$ cat src/design/euler_rotate_isometric_project_defines.svh
`ifndef EULER_ROTATE_ISOMETRIC_PROJECT_DEFINES_SVH
`define EULER_ROTATE_ISOMETRIC_PROJECT_DEFINES_SVH

// same-cycle implication on the block clock, quiet while in reset
`define ERIP_ASSERT_IMP(lbl, ante, cons, msg) \
    lbl: assert property (@(posedge i_clk) disable iff (!i_rst_n) (ante) |-> (cons)) \
        else $error(msg);

// next-cycle implication on the block clock, quiet while in reset
`define ERIP_ASSERT_NXT(lbl, ante, cons, msg) \
    lbl: assert property (@(posedge i_clk) disable iff (!i_rst_n) (ante) |=> (cons)) \
        else $error(msg);

`endif

$ cat src/design/erip_pkg.sv
package erip_pkg;

    localparam int COORD_WIDTH_DEF    = 16;
    localparam int COEF_FRAC_BITS_DEF = 14;

    localparam int COEF_W     = 16;
    localparam int OFFS_W     = 17;
    localparam int OUT_W      = 19;
    localparam int CFG_IDX_W  = 3;
    localparam int CFG_DATA_W = 17;

    localparam logic [CFG_IDX_W-1:0] REG_COS_X = CFG_IDX_W'(0);
    localparam logic [CFG_IDX_W-1:0] REG_SIN_X = CFG_IDX_W'(1);
    localparam logic [CFG_IDX_W-1:0] REG_COS_Y = CFG_IDX_W'(2);
    localparam logic [CFG_IDX_W-1:0] REG_SIN_Y = CFG_IDX_W'(3);
    localparam logic [CFG_IDX_W-1:0] REG_COS_Z = CFG_IDX_W'(4);
    localparam logic [CFG_IDX_W-1:0] REG_SIN_Z = CFG_IDX_W'(5);
    localparam logic [CFG_IDX_W-1:0] REG_OFF_X = CFG_IDX_W'(6);
    localparam logic [CFG_IDX_W-1:0] REG_OFF_Y = CFG_IDX_W'(7);

    // cos(0.5) and sin(0.5) with 32 fraction bits
    localparam logic [31:0] COS_HALF_Q32 = 32'd3769188403;
    localparam logic [31:0] SIN_HALF_Q32 = 32'd2059117009;

    localparam int STG_XY     = 5;
    localparam int STG_Z      = 3;
    localparam int STG_PROJ   = 5;
    localparam int PIPE_DEPTH = STG_XY + STG_Z + STG_PROJ;
    localparam int CNT_W      = $clog2(PIPE_DEPTH + 1);

    typedef struct packed {
        logic signed [COEF_W-1:0] cos_x;
        logic signed [COEF_W-1:0] sin_x;
        logic signed [COEF_W-1:0] cos_y;
        logic signed [COEF_W-1:0] sin_y;
        logic signed [COEF_W-1:0] cos_z;
        logic signed [COEF_W-1:0] sin_z;
    } t_coef;

    function automatic int imax(input int a, input int b);
        return (a > b) ? a : b;
    endfunction

    function automatic int imin(input int a, input int b);
        return (a < b) ? a : b;
    endfunction

    // width of y1 and z1 after the x rotation
    function automatic int y1_w(input int cw);
        return cw + COEF_W + 1;
    endfunction

    // width of x2 and z2 after the y rotation and rounding
    function automatic int x2_w(input int cw, input int fb);
        return imax(cw + COEF_W + fb, y1_w(cw) + COEF_W) + 1 - fb + 1;
    endfunction

    // width of x3 and y3 after the z rotation, sums wrap at 64 bits
    function automatic int x3_w(input int cw, input int fb);
        return imin(imax(x2_w(cw, fb), y1_w(cw)) + COEF_W + 1, 64) - fb + 1;
    endfunction

    // constant rounded from 32 to fb fraction bits
    function automatic logic [31:0] const_frac(input logic [31:0] q32, input int fb);
        logic [32:0] t;
        int          d;
        d = 32 - fb;
        t = {1'b0, q32} + (33'd1 << (d - 1));
        return 32'(t >> d);
    endfunction

endpackage

$ cat src/design/erip_proj.sv
module erip_proj #(
    parameter int COORD_W = erip_pkg::COORD_WIDTH_DEF,
    parameter int FRAC_B  = erip_pkg::COEF_FRAC_BITS_DEF
) (
    input  logic                                      i_clk,
    input  logic                                      i_rst_n,
    input  logic                                      i_valid,
    output logic                                      o_ready,
    input  logic signed [erip_pkg::x3_w(COORD_W, FRAC_B)-1:0] i_x3,
    input  logic signed [erip_pkg::x3_w(COORD_W, FRAC_B)-1:0] i_y3,
    input  logic signed [erip_pkg::x2_w(COORD_W, FRAC_B)-1:0] i_z2,
    input  logic signed [erip_pkg::OFFS_W-1:0]        i_off_x,
    input  logic signed [erip_pkg::OFFS_W-1:0]        i_off_y,
    output logic                                      o_valid,
    input  logic                                      i_ready,
    output logic signed [erip_pkg::OUT_W-1:0]         o_px,
    output logic signed [erip_pkg::OUT_W-1:0]         o_py
);
    import erip_pkg::*;

    localparam int N    = STG_PROJ;
    localparam int X2W  = x2_w(COORD_W, FRAC_B);
    localparam int X3W  = x3_w(COORD_W, FRAC_B);
    localparam int DW   = X3W + 1;
    localparam int PW   = DW + FRAC_B + 1;
    localparam int AXW  = imin(PW, 64);
    localparam int S3N  = imax(PW, X2W + FRAC_B) + 1;
    localparam int AYW  = imin(S3N, 64);
    localparam int RXW  = AXW + 1;
    localparam int RYW  = AYW + 1;
    localparam int SH   = 2 * FRAC_B;
    localparam int QXW  = RXW - SH;
    localparam int QYW  = RYW - SH;
    localparam longint HALF = longint'(1) <<< (SH - 1);
    localparam logic signed [FRAC_B:0] KC = (FRAC_B + 1)'(const_frac(COS_HALF_Q32, FRAC_B));
    localparam logic signed [FRAC_B:0] KS = (FRAC_B + 1)'(const_frac(SIN_HALF_Q32, FRAC_B));

    logic [N-1:0] r_v;
    logic [N:0]   w_en;

    logic signed [DW-1:0]    r_dif, r_sum;
    logic signed [X2W-1:0]   r_z2_0, r_z2_1;
    logic signed [PW-1:0]    r_pdx, r_psy;
    logic signed [AXW-1:0]   r_ax;
    logic signed [AYW-1:0]   r_ay;
    logic signed [RXW-1:0]   n_rx;
    logic signed [RYW-1:0]   n_ry;
    logic signed [QXW-1:0]   r_qx;
    logic signed [QYW-1:0]   r_qy;
    logic signed [OUT_W-1:0] r_px, r_py;

    always_comb begin
        w_en[N] = i_ready;
        for (int k = N - 1; k >= 0; k--) begin
            w_en[k] = ~r_v[k] | w_en[k+1];
        end
    end

    always_ff @(posedge i_clk) begin
        if (!i_rst_n) begin
            r_v <= '0;
        end else begin
            if (w_en[0]) begin
                r_v[0] <= i_valid;
            end
            for (int k = 1; k < N; k++) begin
                if (w_en[k]) begin
                    r_v[k] <= r_v[k-1];
                end
            end
        end
    end

    always_comb begin
        n_rx = RXW'(r_ax) + RXW'(HALF) - RXW'({1'b0, r_ax[AXW-1]});
        n_ry = RYW'(r_ay) + RYW'(HALF) - RYW'({1'b0, r_ay[AYW-1]});
    end

    always_ff @(posedge i_clk) begin
        if (w_en[0]) begin
            r_dif  <= DW'(i_x3) - DW'(i_y3);
            r_sum  <= DW'(i_x3) + DW'(i_y3);
            r_z2_0 <= i_z2;
        end
        if (w_en[1]) begin
            r_pdx  <= PW'(r_dif) * PW'(KC);
            r_psy  <= PW'(r_sum) * PW'(KS);
            r_z2_1 <= r_z2_0;
        end
        if (w_en[2]) begin
            r_ax <= AXW'(r_pdx);
            r_ay <= AYW'(S3N'(r_psy) - (S3N'(r_z2_1) <<< FRAC_B));
        end
        if (w_en[3]) begin
            r_qx <= $signed(n_rx[RXW-1:SH]);
            r_qy <= $signed(n_ry[RYW-1:SH]);
        end
        if (w_en[4]) begin
            r_px <= OUT_W'(r_qx) + OUT_W'(i_off_x);
            r_py <= OUT_W'(r_qy) + OUT_W'(i_off_y);
        end
    end

    assign o_ready = w_en[0];
    assign o_valid = r_v[N-1];
    assign o_px    = r_px;
    assign o_py    = r_py;

endmodule

$ cat config.mk
export PLATFORM = sky130hd
export DESIGN_NAME = erip_proj
export DESIGN_NICKNAME = d
export VERILOG_FILES = /design/src/design/euler_rotate_isometric_project_defines.svh /design/src/design/erip_pkg.sv /design/src/design/erip_proj.sv
export SDC_FILE = /design/constraint.sdc
export NUM_CORES = 2
export LEC_CHECK = 0
export ABC_AREA = 1
export BUFFER_PORTS_ARGS = -buffer_cell sky130_fd_sc_hd__buf_2
export CAP_MARGIN = 5
export CORE_MARGIN = 2
export CORE_UTILIZATION = 45
export CTS_CLUSTER_DIAMETER = 50
export DETAILED_ROUTE_END_ITERATION = 16
export GPL_ROUTABILITY_DRIVEN = 0
export PLACE_DENSITY_LB_ADDON = 0.12
export SLEW_MARGIN = 20
export SYNTH_ARGS = -nofsm -noshare
export SYNTH_HDL_FRONTEND = slang
export SYNTH_SLANG_ARGS = --single-unit
$ cat constraint.sdc
create_clock -name i_clk -period 11.57 [get_ports i_clk]
set_input_delay 2.314 -clock i_clk [delete_from_list [all_inputs] [get_ports i_clk]]
set_output_delay 2.314 -clock i_clk [all_outputs]
set_load 0.05 [all_outputs]
# [After elaboration in Yosys (flattened, before gate mapping)]
# Cells that the tools add are included.
[word_totals] ff_bits=464 latchBits=0 mem_bits_rw=0 mem_bits_ro=0 output_inout_bits=40 word_cells=38 n_memories=0
[op_classes] add_sub_neg=9 mul=2 n_div=0 magnitude_cmp=0 n_eq_ne=0 shift=0 n_mux=0 n_bitwise=10 reduce_logical=0
[ops] op="42-bit by 14-bit multiplier with 56-bit output (second input constant)" count=2
[ops] op="47-bit by 29-bit adder with 47-bit output (second input constant)" count=2
[ops] op="47-bit by 1-bit subtractor with 47-bit output" count=2
[ops] op="56-bit by 51-bit subtractor with 57-bit output" count=1
[ops] op="41-bit by 41-bit adder with 42-bit output" count=1
[ops] op="41-bit by 41-bit subtractor with 42-bit output" count=1
[ops] op="19-bit by 17-bit adder with 19-bit output" count=2
[ops] op="1-bit inverter" count=5
[ops] op="1-bit OR" count=5

# [Logic depth before layout (Yosys ltp)]
[logic_depth] ltp_word=6 mapped_depth=27 depth_no_buf=27

# [Worst setup path after synthesis]
# Ideal clock, no wire load.
[synth_path] path_kind="input -> output" startpoint="input port i_ready" endpoint="output port o_ready" arrival_time_ns=9.170 t_required_ns=9.256 setup_slack_ns=0.086 cell_stages=8 n_path_buf=0 path_cell_list="nor2_1 -> inv_1 -> nor2_1 -> inv_1 -> nor2_1 -> inv_1 -> nor2_1 -> nand2_1"
[synth_via] elab_chain_cells=5
[synth_lines] element="from (decl)" line="erip_proj.sv:15" source="input logic i_ready,"
[synth_lines] element="1-bit OR" line="erip_proj.sv:55" source="w_en[k] = ~r_v[k] | w_en[k+1];"
[synth_lines] element="via w_en[4]" line="erip_proj.sv:39" source="logic [N:0] w_en;"
[synth_lines] element="1-bit OR" line="erip_proj.sv:55"
[synth_lines] element="via w_en[3]" line="erip_proj.sv:39"
[synth_lines] element="1-bit OR" line="erip_proj.sv:55"
[synth_lines] element="via w_en[2]" line="erip_proj.sv:39"
[synth_lines] element="1-bit OR (2 in series)" line="erip_proj.sv:55"
[synth_lines] element="to (decl)" line="erip_proj.sv:8" source="output logic o_ready,"
# The timed path passes the listed nets, and every way through them passes these cells.

# [Worst setup path in the final report]
# Same ends and word-level chain as after synthesis.

==> flow_summary_export.csv <==
group,metric,value,unit
floorplan,row_count,127,
synth,synth_compound_area_share,8.00,%
finish,drive_gt1_share,4.85,%
clock_tree,cts_tree,"built",
clock_tree,h-tree-depth,2,
drt,wl_per_cell,16.5,um
synth,synthSimpleGateAreaFrac,18.9,%
drt,via_per_inst,4.98,
synth,synth.area.mux_share,0,%
clock_tree,cts_resized,0,
clock_tree,clockBufferDepth,3,
status,status,"finished clean",
synth,synthDistinctLibCells,46,
clock_tree,clk_latency,660,ps
timing,fin_crit,8090,ps
floorplan,chipHeight,351,um
timing,finClkSkew,31.3,ps
flow_run,maxCapViolations,0,
floorplan,initial_core_util,45.3,%
global_route,grt_usage,23.8,%
timing,rsz0062_at_grt,"no",
drt,wl_met1,67.0,mm
clock_tree,cts_sinks,434,
setup_path,end_kind,"primary output",
synth,synthXorXnorAreaFrac,2.86,%
synth,synth_area_per_cell,7.93,um^2
drt,wl_met3,6.30,mm
global_route,grt_max_degree,80,
setup_path,required,9260,ps
synth,synth-edff-count,429,
timing,fin_tns_setup,0,ps
finish,final_util,49.3,%
synth,syn_nets,8187,
clock_tree,cts-hold-fix-buffers,0,
floorplan,fp.dieArea,0.123,mm^2
drt,first_pass_iters,8,
setup_path,cp_max_fo,52,
setup_path,crit_chain,"buf_2, nor2_1, inv_1, buf_4, nor2_1, inv_1, buf_4, nor2_1, clkinv_2, nor2_1, nand2_4, buf_2",
synth,synthArstFlopShare,0,%
clock_tree,clockRootBuffer,"clkbuf_16",
setup_path,rrSetupSlack,5820,ps
setup_path,cpMostUsedCell,"nor2_1",
timing,slew_headroom,35.0,%
timing,finalMaxSlewViolations,0,
finish,final_net_count,8438,
drt,drt-total-wl,144,mm
drt,wl_met2,65.9,mm
global_route,grt_pass1_wl,231,mm
drt,drc,0,
floorplan,io_pins,197,
synth,seq_area_frac_synth,24.0,%
setup_path,crit_type,"in2out",
synth,syn_area,0.0542,mm^2
clock_tree,cts_buffers,55,
timing,setup_viol,0,
min_path,hold_path_class,"reg2reg",
clock_tree,cts_setup_buffers,0,
floorplan,core,0.120,mm^2
timing,finalHoldViolCount,0,
global_route,gr-total-overflow,0,
global_route,grt_pass1_vias,43946,
drt,drt_iter0_drc,2778,
drt,drtAntennaViolNets,0,
timing,post-route-period-util,70.0,%
synth,yosys_warnings,0,
synth,synth_top_family_by_area,"adder cells",
placement,io_buffers,196,
drt,vias,43518,
synth,synth_ff_type,"edfxtp_1",
placement,post-dp-hpwl,126,mm
floorplan,die_x,351,um
global_route,antenna_found_initial,3,
setup_path,slowest_stage,"nor2_1",
synth,syn_inst,6833,
setup_path,start_kind,"input pin",
timing,max_freq,124,MHz
synth,ys_ff_latch,434,
synth,yosys.area_share.adder,34.4,%
clock_tree,clk_pin_slew,60,ps
finish,area_delta_synth_final,8.87,%
timing,tightest_slew,976,ps
drt,dr.max_layer_used,"met4",
setup_path,cp.arrival,5780,ps
setup_path,max_stage_delay,670,ps
-- through the flow --
stage               setup slack, ps  hold WS (ps)  cell area (um^2)  cells
finish                         3480           416             59000   8740
global placement               3290           402             57200   8639
CTS                            3340           418             59000   8739
global route                   3090           422             59000   8739
floorplan                      86.5           400             54200   6833
detailed placement             3360           405             57200   8639
-- state kept, by name (all words and copies together) (netlist names), 37 cells and up --
register,flops
r_pdx,46
r_ay,48
r_z2_1,37
r_sum,41
r_ax,46
r_z2_0,37
r_psy,56
r_dif,42
-- Yosys cell counts, types with 6 or more instances --
cell type | n | area share, %
nor3_1 | 41 | 0.38
nand3_1 | 242 | 2.2
nand2_2 | 14 | 0.16
o21bai_1 | 35 | 0.49
xnor2_1 | 37 | 0.60
nand2_1 | 1511 | 10
ha_1 | 713 | 16
edfxtp_1 | 429 | 24
a21boi_0 | 8 | 0.11
a21oi_1 | 442 | 4.1
nand4_1 | 80 | 0.92
or2_2 | 9 | 0.10
nor2_1 | 546 | 3.8
o21ai_0 | 237 | 2.2
xor2_1 | 140 | 2.3
inv_1 | 1705 | 12
a21o_1 | 17 | 0.24
o21a_1 | 35 | 0.49
nand3b_1 | 14 | 0.19
and2_1 | 6 | 0.069
nor4_1 | 14 | 0.16
a31oi_1 | 9 | 0.10
fa_1 | 484 | 18
o21ai_1 | 8 | 0.074
-- area by class of cell --
cell class	instances	area, um^2
Antenna cell	1	2.50
Clock buffer	61	1400
Clock inverter	39	398
Fill cell	11811	60700
Inverter	1710	6430
Multi-Input combinational cell	4680	34700
Sequential cell	434	13000
Tap cell	1612	2020
Timing Repair Buffer	203	1030
-- cell usage in the layout (no fill, tap or decap), drive strengths merged, types with 2 or more instances in the layout --
master and instances:
nor3b 2, or2 14, inv 1722, nand4 80, a211oi 2, nor4 14, fa 484, ha 713
edfxtp 429, buf 203, nor2 551, nand3 247, and2 7, o21ai 249, nand3b 14, a21o 17
a21boi 9, dfxtp 5, xnor2 37, o211ai 2, o21bai 36, clkinv 22, nand2b 2, nor3 44
a31oi 9, a21oi 445, xor2 140, clkinvlp 2, clkbuf 61, nand2 1525, bufinv 3, o21a 35
-- kinds of logic after synthesis --
group,count (synthesis)
fa+ha+maj,1197
simple gates,2501
flops,434
compound gates,805
xor+xnor,177
buf+inv,1719
-- critical path: cells and delay by family --
kind	cells	cell delay [ps]
buffers and inverters	7	1750
and+or+nand+nor	5	1640
-- per-layer routing --
layer / track usage (%) / vias up
met1: 32.4 / 20279
met5: 0 / -
li1: - / 21929
met2: 39.8 / 1055
met4: 7.44 / 0
met3: 2.46 / 255
-- final timing paths --
kind,start,depth (start not counted),end
setup / recovery,i_ready,12,o_ready
setup reg to reg,r_sum[7],22,r_psy[36]
hold / removal,r_psy[0],0,r_ay[0]
hold reg to reg,r_psy[0],0,r_ay[0]
Power is left out: the tool's default activity adds up to more than one toggle a clock period on the data nets, which glitch-free logic cannot reach.
